<file path="src/rtl/ffa_pkg.sv">
// ----------------------------------------------------------------------------
// ffa_pkg
// Shared types and constants of the first-fit free-list allocator.
// ----------------------------------------------------------------------------
package ffa_pkg;

  // largest alignment exponent honored, larger requests are capped
  localparam logic [3:0] ALIGN_LOG2_MAX = 4'd12;

  typedef enum logic [3:0] {
    ST_IDLE,
    ST_A_WALK,
    ST_A_SLOT,
    ST_A_COMMIT,
    ST_F_RD,
    ST_F_CMP,
    ST_F_WALK,
    ST_F_COMMIT,
    ST_RESULT
  } ffa_state_e;

  typedef enum logic [1:0] {
    STAT_OK      = 2'd0,
    STAT_NOFIT   = 2'd1,
    STAT_UNKNOWN = 2'd2,
    STAT_FULL    = 2'd3
  } ffa_status_e;

  typedef struct packed {
    logic        load;
    logic        idx_clr;
    logic        idx_inc;
    logic        seg_hit;
    logic        slot_hit;
    logic        alloc_commit;
    logic        rec_hit;
    logic        walk_inc;
    logic        walk_stop;
    logic        free_commit;
    logic        set_status;
    ffa_status_e status;
    logic        out_load;
  } ffa_cmd_t;

  typedef struct packed {
    logic req_free;
    logic req_zero;
    logic seg_end;
    logic seg_fit;
    logic slot_free;
    logic slot_end;
    logic rec_match;
    logic walk_more;
    logic free_full;
    logic out_room;
  } ffa_sts_t;

endpackage

</file>
<file path="src/rtl/ffa_ctrl.sv">
// ----------------------------------------------------------------------------
// ffa_ctrl
// Request sequencer: walks the segment table and record table through the
// datapath and decides the outcome of each request.
// ----------------------------------------------------------------------------
module ffa_ctrl
  import ffa_pkg::*;
(
  input  logic     clk_i,
  input  logic     rst_ni,
  input  logic     s_axis_tvalid,
  output logic     s_axis_tready,
  input  ffa_sts_t sts_i,
  output ffa_cmd_t cmd_o
);

  ffa_state_e state_q, state_d;

  always_ff @(posedge clk_i or negedge rst_ni) begin
    if (!rst_ni) begin
      state_q <= ST_IDLE;
    end else begin
      state_q <= state_d;
    end
  end

  always_comb begin
    state_d       = state_q;
    cmd_o         = '0;
    cmd_o.status  = STAT_OK;
    s_axis_tready = 1'b0;
    case (state_q)
      ST_IDLE: begin
        s_axis_tready = 1'b1;
        if (s_axis_tvalid) begin
          cmd_o.load    = 1'b1;
          cmd_o.idx_clr = 1'b1;
          if (!sts_i.req_free) begin
            state_d = ST_A_WALK;
          end else if (sts_i.req_zero) begin
            cmd_o.set_status = 1'b1;
            state_d          = ST_RESULT;
          end else begin
            state_d = ST_F_RD;
          end
        end
      end
      ST_A_WALK: begin
        if (sts_i.seg_end) begin
          cmd_o.set_status = 1'b1;
          cmd_o.status     = STAT_NOFIT;
          state_d          = ST_RESULT;
        end else if (sts_i.seg_fit) begin
          cmd_o.seg_hit = 1'b1;
          cmd_o.idx_clr = 1'b1;
          state_d       = ST_A_SLOT;
        end else begin
          cmd_o.idx_inc = 1'b1;
        end
      end
      ST_A_SLOT: begin
        if (sts_i.slot_free) begin
          cmd_o.slot_hit = 1'b1;
          state_d        = ST_A_COMMIT;
        end else if (sts_i.slot_end) begin
          cmd_o.set_status = 1'b1;
          cmd_o.status     = STAT_FULL;
          state_d          = ST_RESULT;
        end else begin
          cmd_o.idx_inc = 1'b1;
        end
      end
      ST_A_COMMIT: begin
        cmd_o.alloc_commit = 1'b1;
        cmd_o.set_status   = 1'b1;
        state_d            = ST_RESULT;
      end
      ST_F_RD: begin
        state_d = ST_F_CMP;
      end
      ST_F_CMP: begin
        if (sts_i.rec_match) begin
          cmd_o.rec_hit = 1'b1;
          cmd_o.idx_clr = 1'b1;
          state_d       = ST_F_WALK;
        end else if (sts_i.slot_end) begin
          cmd_o.set_status = 1'b1;
          cmd_o.status     = STAT_UNKNOWN;
          state_d          = ST_RESULT;
        end else begin
          cmd_o.idx_inc = 1'b1;
          state_d       = ST_F_RD;
        end
      end
      ST_F_WALK: begin
        if (sts_i.walk_more) begin
          cmd_o.walk_inc = 1'b1;
          cmd_o.idx_inc  = 1'b1;
        end else begin
          cmd_o.walk_stop = 1'b1;
          state_d         = ST_F_COMMIT;
        end
      end
      ST_F_COMMIT: begin
        cmd_o.set_status = 1'b1;
        if (sts_i.free_full) begin
          cmd_o.status = STAT_FULL;
        end else begin
          cmd_o.free_commit = 1'b1;
        end
        state_d = ST_RESULT;
      end
      ST_RESULT: begin
        if (sts_i.out_room) begin
          cmd_o.out_load = 1'b1;
          state_d        = ST_IDLE;
        end
      end
      default: begin
        state_d = ST_IDLE;
      end
    endcase
  end

endmodule

</file>
<file path="config.mk">
export PLATFORM = sky130hd
export DESIGN_NAME = ffa_ctrl
export DESIGN_NICKNAME = d
export VERILOG_FILES = /design/src/rtl/ffa_pkg.sv /design/src/rtl/ffa_ctrl.sv
export SDC_FILE = /design/constraint.sdc
export NUM_CORES = 1
export LEC_CHECK = 0
export ABC_AREA = 0
export BUFFER_PORTS_ARGS = -buffer_cell sky130_fd_sc_hd__buf_4
export CORE_AREA = 2 2 39 41
export CTS_BUF_LIST = sky130_fd_sc_hd__clkbuf_8 sky130_fd_sc_hd__clkbuf_16
export DETAILED_ROUTE_END_ITERATION = 7
export DIE_AREA = 0 0 41 43
export PLACE_DENSITY = 0.79
export SYNTH_ARGS = -nofsm -noshare
export SYNTH_HDL_FRONTEND = slang
export SYNTH_SLANG_ARGS = --single-unit
export TNS_END_PERCENT = 100
</file>
<file path="constraint.sdc">
create_clock -name clk_i -period 4 [get_ports clk_i]
set_input_delay 0.4 -clock clk_i [delete_from_list [all_inputs] [get_ports clk_i]]
set_output_delay 0.4 -clock clk_i [all_outputs]
set_load 0.02 [all_outputs]
</file>
======== Word level (Yosys, flattened, before mapping) ========
Cells that the tools add are included.
word-level totals
  flip-flop bits (word level) ............. 4
  latch bits .............................. 0
  memory bits (writable) .................. 0
  bits in read-only memories .............. 0
  bits of input ports ..................... 13
  output and inout port bits .............. 15
  word-level logic and storage cells ...... 64
  memories ................................ 0
cells by class
  add/subtract/negate cells ............... 0
  $mul .................................... 0
  div/mod/pow operators ................... 0
  $lt $le $gt $ge ......................... 0
  equality and inequality tests ........... 13
  shift operators ......................... 0
  muxes and demuxes ....................... 47
  bitwise gates (word level) .............. 0
  reductions and logical operators ........ 3
operators by type and width
  cell                                                              number
  4-bit 2-to-1 mux                                                  11
  4-bit case mux with 8 select lines                                1
  1-bit 2-to-1 mux                                                  22
  3-bit 2-to-1 mux                                                  6
  4-bit by 3-bit == test with 1-bit output (second input constant)  4
  4-bit by 2-bit == test with 1-bit output (second input constant)  2
  2-bit case mux with 4 select lines                                1
  2-bit 2-to-1 mux                                                  3
  2-bit inequality test (second input constant)                     3
  3-bit inequality test (second input constant)                     2
  1-bit case mux with 5 select lines                                1
  5-bit AND reduction                                               1
  4-bit by 1-bit == test with 1-bit output (second input constant)  1
  4-bit == test (second input constant)                             1
  4-bit logical NOT                                                 1
  1-bit case mux with 4 select lines                                1
  1-bit case mux with 3 select lines                                1
  2-bit OR reduction                                                1

======== Depth between registers and ports, before layout ========
Gate-level depths: netlist of the first run.
  depth after elaboration ................. 4
  mapped depth ............................ 5
  gate-level depth less buffers ........... 4

======== Worst setup path before layout of the first run ========
No wires, ideal clock.
  kind .................................... reg-to-output
  start point ............................. reg state_q[3]
  end point ............................... out cmd_o[12] in the netlist's numbering
  arrival time ............................ 1.725 ns
  data required time ...................... 3.600 ns
  setup slack ............................. 1.875 ns
  cell stages (with the launch flop) ...... 5
  path buffers ............................ 1
  cells stage by stage .................... dfrtp_1 > buf_2 > nor4_2 > and2_1 > or3_1
RTL lines
  item                      line            RTL
  start: declaration        ffa_ctrl.sv:17  ffa_state_e state_q, state_d;
  start signal: assignment  ffa_ctrl.sv:23  state_q <= state_d;
  end: declaration          ffa_ctrl.sv:14  output ffa_cmd_t cmd_o

==> results of run 1 <==
## per-layer routing
| metal | track usage, % | vias to the layer above |
|---|---|---|
| met1 | 28.3 | 299 |
| met3 | 1.57 | 2 |
| li1 | - | 302 |
| met4 | 13.3 | 0 |
| met2 | 29.1 | 25 |
| met5 | 0 | - |
## where the power goes
group	leakage (uW)	switching [uW]	internal (uW)
Combinational	0.000279	140	128
Sequential	0.0000533	61.8	53.8
Clock	0.0000216	18.3	63.9
## final timing paths
kind	from	slack [ps]	end	cells after the start
max reg2reg	state_q[3]	2230	state_q[1]	4
min reg2reg	state_q[3]	800	state_q[3]	2
min in group asynchronous	rst_ni	520	state_q[1]	2
min	sts_i[0]	400	state_q[3]	2
max in group asynchronous	rst_ni	3380	state_q[0]	2
max	state_q[0]	1680	cmd_o[12]	5
## through the flow
step	power, uW	instances	cell area (sq um)	worst slack, ps	util (%)
2_1_floorplan	300	65	564	1880	-
3_3_place_gp	374	104	756	1970	54.6
3_5_place_dp	382	104	756	1940	54.6
4_1_cts	467	108	807	1700	58.3
5_1_grt	494	108	807	1530	58.3
6_report	466	108	807	1680	58.3
## area by class of cell
cell class | count | area (sq um) | share of cell area, %
Sequential cell | 4 | 100 | 12.4
Tap cell | 16 | 20.0 | 2.48
Multi-Input combinational cell | 54 | 422 | 52.2
Timing Repair Buffer | 28 | 213 | 26.4
Clock buffer | 3 | 41.3 | 5.12
Inverter | 3 | 11.3 | 1.40
## placed cells by master, fill, tap and decap left out, types with 3 or more instances in the layout
cell                       instances
sky130_fd_sc_hd__nand2_1           5
sky130_fd_sc_hd__o21ai_0           5
sky130_fd_sc_hd__dfrtp_1           4
sky130_fd_sc_hd__nor4b_2           3
sky130_fd_sc_hd__nor2b_1           5
sky130_fd_sc_hd__nor3_1            4
sky130_fd_sc_hd__clkbuf_8          3
sky130_fd_sc_hd__and2_1            3
sky130_fd_sc_hd__inv_1             3
sky130_fd_sc_hd__buf_4            27
## logic make-up after synthesis
family | synth area share, %
and+or+nand+nor | 48.8
muxes | 1.77
DFF | 17.7
AOI/OAI and AO/OA | 24.2
buffers and inverters | 7.54
==> implementation parameters, run 1 <==
Parameter                              Value

Cells and area
  Largest regs ... state_q: 4 flops
  Area growth syn-to-layout ... 43.0%
  Share of post-route cells with drive strength above 1 ... 43.5%
  Register with the most flip-flops ... state_q
  Number of fillers in the final layout ... 124
  Antenna Cells ... 0
  Max FFs per register ... 4
  Net count of the finished layout ... 107

Global route
  Via count of the first global-routing pass ... 551
  Total Routing Usage GR ... 20.4%
  Largest net degree at the start of global routing ... 18
  Global-route wire length before repair ... 2430 um
  Initial antenna violation count ... 0
  Overall overflow remaining after global route ... 0

Synthesis
  Number of enable-type register cells in the synthesized netlist ... 0
  Cell taking the most area after synthesis ... sky130_fd_sc_hd__dfrtp_1
  Part of the Yosys area used for sequential elements ... 17.7%
  Number of synthesized register bits ... 4
  Count of distinct cell types in the synthesized netlist ... 33
  Cell types with the highest counts after synthesis ... 5 x sky130_fd_sc_hd__nand2_1, 5 x sky130_fd_sc_hd__nor2b_1, 5 x sky130_fd_sc_hd__o21ai_0, 4 x sky130_fd_sc_hd__dfrtp_1, 4 x sky130_fd_sc_hd__nor3_1
  Number of nets in the synthesized netlist ... 78
  Post-synthesis cell area ... 564 sq um
  Number of warnings reported in the yosys synthesis log ... 0
  Share of async-settable or async-resettable flops after synthesis ... 100%
  Number of cells produced by synthesis ... 65
  Fraction of post-synthesis cell area in the top cell type by area ... 17.7%
  Top cells by area, synth ... sky130_fd_sc_hd__dfrtp_1 18%, sky130_fd_sc_hd__nor4b_2 8.0%, sky130_fd_sc_hd__nor2b_1 5.5%
  Commonest register cell after synthesis ... sky130_fd_sc_hd__dfrtp_1
  Average size of a mapped cell ... 8.68 sq um

Detailed routing
  Average via count per standard cell ... 5.81
  Uppermost layer routed ... met4
  Sum of met2 wire segment lengths after detailed routing ... 759 um
  Wl on met1 ... 674 um
  WL/cell ... 14.4 um
  Antenna Violating Nets Remaining ... 0
  Wire length reported by the detailed router ... 1550 um
  Met3 wirelength from detailed routing ... 102 um
  Total via count after detailed routing ... 628
  Number of remaining DRC errors ... 0
  Number of optimization iterations in the first detailed-route pass ... 4
  Starting DRT DRC Count ... 9

Floorplanning
  Horizontal die dimension ... 41 um
  Number of primary I/O pins ... 28
  Row Count ... 14
  Area of the core ... 1380 sq um
  Initial Util ... 40.8%
  Vertical die dimension ... 43 um
  Die area ... 1760 sq um

Setup path
  Largest stage delay, worst path ... 690 ps
  Worst Path Buf+Inv ... 1
  Cell with the largest stage delay on the worst path ... sky130_fd_sc_hd__dfrtp_1
  Startpoint types ... register
  Cell family contributing the most delay on the critical path ... simple AND/OR/NAND/NOR gates
  Signal arrival time at the worst endpoint ... 1920 ps
  Top fanout value on the critical path ... 14
  Crit Path Category ... register to primary output
  Required time at the endpoint of the critical path ... 3600 ps
  Setup crit end kind ... primary output
  Cell-by-cell listing of the critical path ... nor4b_2 > nor2b_1 > and2_1 > or3_1 > buf_4

Clocking
  TritonCTS clock tree ... done
  Hold-fix buffer count after cts ... 1
  Clock root buffer ... sky130_fd_sc_hd__clkbuf_8
  # resized after CTS ... 0
  Total setup buffers inserted after CTS ... 0
  Total clock buffers created by CTS ... 3
  Skew-Pair Late Insertion Delay ... 210 ps
  Bufs on Longest Clock Path ... 2
  H-tree depth reported by CTS ... 1
  Clock tree sinks ... 4
  Worst-path clk slew ... 30 ps

Timing
  Hold Worst Slack ... 397 ps
  Max-slew headroom ... 62.2%
  RSZ-0062 raised after global routing ... no
  Hold violation total from the final report ... 0
  Count of pins over their slew limit ... 0
  Setup total negative slack ... 0 ps
  Max Clock Skew ... 2.23 ps
  Portion of the clock cycle consumed by the worst path in the final layout ... 57.9%
  Final Critical Period ... 2320 ps
  Fmax ... 432 MHz
  Transition time at the pin with the least slew margin ... 568 ps
  Final Setup Violations ... 0

Placement
  Buffers on Ports ... 27
  RePlAce Congestion ... 0.893
  Final HPWL from detailed placement ... 1200 um

Hold path
  Hold Crit Class ... primary input to register

Outcome
  Run status ... finished, final reports clean

Pwr
  Standby leakage power ... 0.000354 uW
  PD cells ... 577 nW/um^2
  Worst-case vdd ir drop ... 0.287 mV

Flow run
  Maxcap violations ... 0
Power figures use the tool's default switching activity.
==> run 2, diff against run 1 <==
ABC_AREA = 1   (was 0)
CORE_AREA = default   (was 2 2 39 41)
CORE_MARGIN = 2   (was default)
CORE_UTILIZATION = 38   (was default)
DIE_AREA = default   (was 0 0 41 43)
PLACE_DENSITY = 0.77   (was 0.79)
clock period = 2 ns   (was 4 ns; I/O delays follow)
==> implementation parameters, run 2 <==
Parameter                              Value

Clocking
  Skew-Pair Late Insertion Delay ... 210 ps (about the same)
  Bufs on Longest Clock Path ... 2 (unchanged)
  Total setup buffers inserted after CTS ... 0 (unchanged)
  Clock root buffer ... sky130_fd_sc_hd__clkbuf_8 (unchanged)
  Worst-path clk slew ... 30 ps (about the same)
  Clock tree sinks ... 4 (unchanged)
  Total clock buffers created by CTS ... 3 (unchanged)
  # resized after CTS ... 0 (unchanged)
  TritonCTS clock tree ... done (unchanged)
  H-tree depth reported by CTS ... 1 (unchanged)

Synthesis
  Average size of a mapped cell ... 5.80 sq um (was 8.68 sq um)
  Cell taking the most area after synthesis ... sky130_fd_sc_hd__dfrtp_1 (unchanged)
  Commonest register cell after synthesis ... sky130_fd_sc_hd__dfrtp_1 (unchanged)
  Post-synthesis cell area ... 499 sq um (was 564 sq um)
  Most frequent cell after synthesis ... sky130_fd_sc_hd__nand2_1
  Part of the Yosys area used for sequential elements ... 20.1% (was 17.7%)
  Fraction of post-synthesis cell area in the top cell type by area ... 20.1% (was 17.7%)
  Cell types with the highest counts after synthesis ... 20 x sky130_fd_sc_hd__nand2_1, 16 x sky130_fd_sc_hd__inv_1, 13 x sky130_fd_sc_hd__nand3_1, 11 x sky130_fd_sc_hd__nor2_1 (was 5 x sky130_fd_sc_hd__nand2_1, 5 x sky130_fd_sc_hd__nor2b_1, 5 x sky130_fd_sc_hd__o21ai_0, 4 x sky130_fd_sc_hd__dfrtp_1, 4 x sky130_fd_sc_hd__nor3_1)
  Number of nets in the synthesized netlist ... 99 (was 78)
  Number of warnings reported in the yosys synthesis log ... 0 (unchanged)
  Number of cells produced by synthesis ... 86 (was 65)
  Share of async-settable or async-resettable flops after synthesis ... 100% (unchanged)
  Count of distinct cell types in the synthesized netlist ... 18 (was 33)
  Top cells by area, synth ... sky130_fd_sc_hd__dfrtp_1 20%, sky130_fd_sc_hd__nand2_1 15%, sky130_fd_sc_hd__nand3_1 13% (was sky130_fd_sc_hd__dfrtp_1 18%, sky130_fd_sc_hd__nor4b_2 8.0%, sky130_fd_sc_hd__nor2b_1 5.5%)
  Number of enable-type register cells in the synthesized netlist ... 0 (unchanged)
  Number of synthesized register bits ... 4 (unchanged)

Cells and area
  Net count of the finished layout ... 132 (was 107)
  Final instance area ... 772 sq um (was 807 sq um)
  Area of the multi-input gates ... 335 sq um (was 422 sq um)
  Max FFs per register ... 4 (unchanged)
  Reg area ... 100 sq um (unchanged)
  Most frequent standard cell in the layout excluding fill and tap cells ... sky130_fd_sc_hd__buf_4 (unchanged)
  Area growth syn-to-layout ... 54.6% (was 43.0%)
  Most frequent cells in the layout ... 27 x sky130_fd_sc_hd__buf_4, 20 x sky130_fd_sc_hd__nand2_1, 16 x sky130_fd_sc_hd__inv_1, 13 x sky130_fd_sc_hd__nand3_1, 11 x sky130_fd_sc_hd__nor2_1 (was 27 x sky130_fd_sc_hd__buf_4, 5 x sky130_fd_sc_hd__nand2_1, 5 x sky130_fd_sc_hd__o21ai_0, 5 x sky130_fd_sc_hd__nor2b_1)
  Share of post-route cells with drive strength above 1 ... 35.9% (was 43.5%)
  Number of fillers in the final layout ... 127 (was 124)
  Largest regs ... state_q: 4 flops (unchanged)
  Register with the most flip-flops ... state_q (unchanged)
  Antenna Cells ... 0 (unchanged)

Placement
  Setup slack after placement ... 464 ps (was 1940 ps)
  Buffers on Ports ... 27 (unchanged)
  RePlAce Congestion ... 0.873 (was 0.893)
  Final HPWL from detailed placement ... 1220 um (was 1200 um)
  Area after DPL ... 721 sq um (was 756 sq um)

Detailed routing
  Antenna Violating Nets Remaining ... 0 (unchanged)
  Average via count per standard cell ... 4.95 (was 5.81)
  Starting DRT DRC Count ... 12 (was 9)
  WL/cell ... 11.3 um (was 14.4 um)
  Total via count after detailed routing ... 654 (was 628)
  Wire length reported by the detailed router ... 1490 um (was 1550 um)
  Number of remaining DRC errors ... 0 (unchanged)
  Number of optimization iterations in the first detailed-route pass ... 4 (unchanged)

Timing
  Portion of the clock cycle consumed by the worst path in the final layout ... 88.2%
  Fmax ... 567 MHz
  Final Setup Violations ... 0 (unchanged)
  Hold Worst Slack ... 308 ps (was 397 ps)
  RSZ-0062 raised after global routing ... no (unchanged)
  Max Clock Skew ... 0.0996 ps (was 2.23 ps)
  Final Critical Period ... 1760 ps
  Fin worst setup slack ... 236 ps (was 1680 ps)
  Count of pins over their slew limit ... 0 (unchanged)
  Setup total negative slack ... 0 ps (unchanged)
  Max-slew headroom ... 80.4% (was 62.2%)
  Transition time at the pin with the least slew margin ... 294 ps (was 568 ps)
  Hold violation total from the final report ... 0 (unchanged)

Floorplanning
  Number of primary I/O pins ... 28 (unchanged)
  Initial Util ... 39.3% (was 40.8%)
  Vertical die dimension ... 40.2 um (was 43 um)
  Die area ... 1620 sq um (was 1760 sq um)
  Row Count ... 13 (was 14)
  Area of the core ... 1270 sq um (was 1380 sq um)
  Horizontal die dimension ... 40.2 um (was 41 um)

Setup path
  Setup crit end kind ... primary output (unchanged)
  Largest stage delay, worst path ... 450 ps (was 690 ps)
  Top fanout value on the critical path ... 7 (was 14)
  Required time at the endpoint of the critical path ... 1800 ps (was 3600 ps)
  Cell with the largest stage delay on the worst path ... sky130_fd_sc_hd__dfrtp_1 (unchanged)
  Crit Path Category ... register to primary output (unchanged)
  Signal arrival time at the worst endpoint ... 1560 ps (was 1920 ps)
  Startpoint types ... register (unchanged)
  Cell-by-cell listing of the critical path ... nor2_2 > nand3b_1 > or2_1 > nand3_1 > buf_4 (was nor4b_2 > nor2b_1 > and2_1 > or3_1 > buf_4)

Pwr
  Overall power of the completed layout ... 831 uW (was 466 uW)
  PD cells ... 1080 nW/um^2 (was 577 nW/um^2)
  Standby leakage power ... 0.000484 uW (was 0.000354 uW)
  Worst-case vdd ir drop ... 0.510 mV (was 0.287 mV)

Global route
  Overall overflow remaining after global route ... 0 (unchanged)
  Via count of the first global-routing pass ... 588 (was 551)
  Total Routing Usage GR ... 20.5% (was 20.4%)
  Initial antenna violation count ... 0 (unchanged)
  Global-route wire length before repair ... 2260 um (was 2430 um)
  Largest net degree at the start of global routing ... 8 (was 18)

Outcome
  Run status ... finished, final reports clean (unchanged)

Hold path
  Hold Crit Class ... primary input to register (unchanged)

Flow run
  Maxcap violations ... 0 (unchanged)
==> run 2: worst paths after layout <==
path,start,endpoint,slack [ps],cells after the start
min in group asynchronous,rst_ni,state_q[2],330,2
setup / recovery,state_q[3],cmd_o[12],240,5
hold reg to reg,state_q[1],state_q[1],710,3
hold / removal,sts_i[2],state_q[2],310,3
max in group asynchronous,rst_ni,state_q[1],1570,2
setup reg to reg,state_q[3],state_q[0],630,6
==> run 2: through the flow <==
stage               std cells  utilization (%)
floorplan                  86                -
global placement          128             56.8
detailed placement        128             56.8
CTS                       132             60.8
global route              132             60.8
finish                    132             60.8
==> run 2: worst max-delay path, delay by kind of cell, from the launching register on <==
kind | cells | cell delay [ps]
buffers and inverters | 1 | 140
and+or+nand+nor | 4 | 760
DFF | 1 | 450
==> run 2: kinds of logic after synthesis <==
family,synth area share [%]
buf+inv,12.8
flops,20.1
simple gates,62.9
compound gates,4.26
==> run 2: timing repair <==
| action | 4_1_cts | 5_1_grt |
|---|---|---|
| hold buffers | 1 | 0 |
| endpoints found under the setup margin | 0 | 0 |
| endpoints found under the hold margin | 4 | 0 |
==> run 2: report_power, final <==
group	total [uW]	internal [uW]	switching (uW)
logic	517	192	325
clock network	166	128	37.9
registers	148	107	40.9
total	831	427	404
==> run 2: layer usage <==
metal | vias to the layer above | wire, um | track usage (%)
met5 | - | 0 | 0
met2 | 22 | 775 | 39.1
met1 | 296 | 608 | 23.5
met3 | 0 | 101 | 5.00
met4 | 0 | 0 | 1.67
li1 | 336 | - | -
==> run 2: cell type report <==
class | count | share of cell area [%]
Clock buffer | 3 | 5.35
Inverter | 17 | 8.27
Multi-Input combinational cell | 65 | 43.4
Sequential cell | 4 | 13.0
Tap cell | 15 | 2.43
Timing Repair Buffer | 28 | 27.6
==> run 3, diff against run 2 <==
RECOVER_POWER = 25   (was default)
==> implementation parameters, run 3 (same netlist as run 2, synthesis figures left out) <==
Parameter                              Value

Hold path
  Number of instances on the worst hold path ... 3 (unchanged)
  Critical hold path startpoint ... sts_i[2] (unchanged)
  Hold Path End ... state_q[2] (unchanged)
  Hold Crit Class ... primary input to register (unchanged)

Clocking
  Skew-Pair Late Insertion Delay ... 210 ps (about the same)
  Total setup buffers inserted after CTS ... 0 (unchanged)
  TritonCTS clock tree ... done (unchanged)
  Bufs on Longest Clock Path ... 2 (unchanged)
  Hold-fix buffer count after cts ... 1 (unchanged)
  Clock root buffer ... sky130_fd_sc_hd__clkbuf_8 (unchanged)
  Clock tree sinks ... 4 (unchanged)
  # resized after CTS ... 0 (unchanged)
  Worst-path clk slew ... 30 ps (about the same)
  Total clock buffers created by CTS ... 3 (unchanged)
  H-tree depth reported by CTS ... 1 (unchanged)

Global route
  Overall overflow remaining after global route ... 0 (unchanged)
  Total Routing Usage GR ... 20.5% (unchanged)
  Global-route wire length before repair ... 2260 um (unchanged)
  Initial antenna violation count ... 0 (unchanged)
  Largest net degree at the start of global routing ... 8 (unchanged)
  Via count of the first global-routing pass ... 588 (unchanged)

Setup path
  Signal arrival time at the worst endpoint ... 1560 ps (about the same)
  Crit Path Category ... register to primary output (unchanged)
  Worst setup startpoint ... state_q[3] (unchanged)
  Required time at the endpoint of the critical path ... 1800 ps (about the same)
  Startpoint types ... register (unchanged)
  Cell-by-cell listing of the critical path ... nor2_2 > nand3b_1 > or2_1 > nand3_1 > buf_4 (unchanged)
  Worst reg2reg startpoint ... state_q[3] (unchanged)
  Setup crit end kind ... primary output (unchanged)
  Largest stage delay, worst path ... 440 ps (was 450 ps)
  Endpoint of the lowest-slack register-to-register path ... state_q[0] (unchanged)
  Top fanout value on the critical path ... 7 (unchanged)
  Cell family contributing the most delay on the critical path ... simple AND/OR/NAND/NOR gates (unchanged)
  Setup slack of the most critical reg-to-reg path ... 630 ps (about the same)
  Worst-case reg-to-reg path depth ... 6 (unchanged)
  Cell with the largest stage delay on the worst path ... sky130_fd_sc_hd__dfrtp_1 (unchanged)
  Worst Path Buf+Inv ... 1 (unchanged)

Floorplanning
  Vertical die dimension ... 40.2 um (unchanged)
  Row Count ... 13 (unchanged)
  Die area ... 1620 sq um (unchanged)
  Number of primary I/O pins ... 28 (unchanged)
  Area of the core ... 1270 sq um (unchanged)
  Initial Util ... 39.3% (unchanged)
  Horizontal die dimension ... 40.2 um (unchanged)

Detailed routing
  Number of remaining DRC errors ... 0 (unchanged)
  Starting DRT DRC Count ... 12 (unchanged)
  Wire length reported by the detailed router ... 1470 um (was 1490 um)
  Antenna Violating Nets Remaining ... 0 (unchanged)
  WL/cell ... 11.2 um (was 11.3 um)
  Number of optimization iterations in the first detailed-route pass ... 4 (unchanged)
  Total via count after detailed routing ... 652 (was 654)
  Average via count per standard cell ... 4.94 (was 4.95)

Cells and area
  Net count of the finished layout ... 132 (unchanged)
  Most frequent standard cell in the layout excluding fill and tap cells ... sky130_fd_sc_hd__buf_4 (unchanged)
  Reg area ... 100 sq um (unchanged)
  Post-route core utilization ... 60.6% (was 60.8%)
  Most frequent cells in the layout ... 26 x sky130_fd_sc_hd__buf_4, 20 x sky130_fd_sc_hd__nand2_1, 16 x sky130_fd_sc_hd__inv_1, 13 x sky130_fd_sc_hd__nand3_1, 11 x sky130_fd_sc_hd__nor2_1 (was 27 x sky130_fd_sc_hd__buf_4, 20 x sky130_fd_sc_hd__nand2_1, 16 x sky130_fd_sc_hd__inv_1, 13 x sky130_fd_sc_hd__nand3_1, 11 x sky130_fd_sc_hd__nor2_1)
  Antenna Cells ... 0 (unchanged)
  Number of fillers in the final layout ... 128 (was 127)
  Share of post-route cells with drive strength above 1 ... 35.0% (was 35.9%)
  Largest regs ... state_q: 4 flops (unchanged)
  Area growth syn-to-layout ... 53.9% (was 54.6%)
  Max FFs per register ... 4 (unchanged)
  Register with the most flip-flops ... state_q (unchanged)
  Area of the multi-input gates ... 335 sq um (unchanged)

Timing
  Transition time at the pin with the least slew margin ... 294 ps (about the same)
  Final Setup Violations ... 0 (unchanged)
  Max-slew headroom ... 80.3% (was 80.4%)
  Final Critical Period ... 1760 ps (about the same)
  RSZ-0062 raised after global routing ... no (unchanged)
  Portion of the clock cycle consumed by the worst path in the final layout ... 88.0% (was 88.2%)
  Max Clock Skew ... 0.0659 ps (was 0.0996 ps)
  Fmax ... 568 MHz (was 567 MHz)
  Setup total negative slack ... 0 ps (unchanged)
  Hold Worst Slack ... 306 ps (was 308 ps)
  Hold violation total from the final report ... 0 (unchanged)
  Count of pins over their slew limit ... 0 (unchanged)

Placement
  Final HPWL from detailed placement ... 1220 um (unchanged)
  Buffers on Ports ... 27 (unchanged)
  RePlAce Congestion ... 0.873 (unchanged)

Flow run
  Maxcap violations ... 0 (unchanged)

Pwr
  PD cells ... 1080 nW/um^2 (about the same)
  Worst-case vdd ir drop ... 0.484 mV (was 0.510 mV)
  Standby leakage power ... 0.000480 uW (was 0.000484 uW)

Outcome
  Run status ... finished, final reports clean (unchanged)
## run 3: cell count changes in the layout (fill, tap and decap cells not counted)
cell,delta
sky130_fd_sc_hd__buf_4,-1
sky130_fd_sc_hd__clkbuf_1,+1
## run 3: metal layers
layer,global-route usage (%),vias up,routed length (um)
met5,0,-,0
met4,1.67,0,0
met3,5.00,0,90
met2,39.1,22,780
met1,23.5,294,601
li1,-,336,-
## run 3: area by class of cell
class                      count  share of cell area, %
multi-input combinational     65                   43.6
timing repair buffer          28                   27.2
sequential                     4                   13.0
inverter                      17                   8.31
clock buffer                   3                   5.37
tap                           15                   2.44
## run 3: metrics by stage
step / instance area [sq um] / total power, uW / cells / setup slack, ps
2_1_floorplan: 499 / 487 / 86 / 490
5_1_grt: 768 / 886 / 132 / 168
3_3_place_gp: 721 / 652 / 128 / 462
4_1_cts: 772 / 833 / 132 / 243
6_report: 768 / 831 / 132 / 241
3_5_place_dp: 721 / 659 / 128 / 464
## run 3: worst max path at each step
stage	end	slack [ps]	cells past startpoint
2_1_floorplan	cmd_o[0]	490	3
3_3_place_gp	cmd_o[12]	460	5
6_report	cmd_o[12]	240	5
5_1_grt	cmd_o[3]	170	8
4_1_cts	cmd_o[12]	240	5
3_5_place_dp	cmd_o[12]	460	5
## run 3: worst reg2reg max path, delay by kind of cell, from the launching register on
family | cells | cell delay, ps
flops | 1 | 440
simple gates | 6 | 810
## run 3: where the power goes
| part | switching [uW] | total (uW) | internal (uW) |
|---|---|---|---|
| Sequential | 40.3 | 148 | 107 |
| Combinational | 327 | 518 | 191 |
| Clock | 37.8 | 166 | 128 |
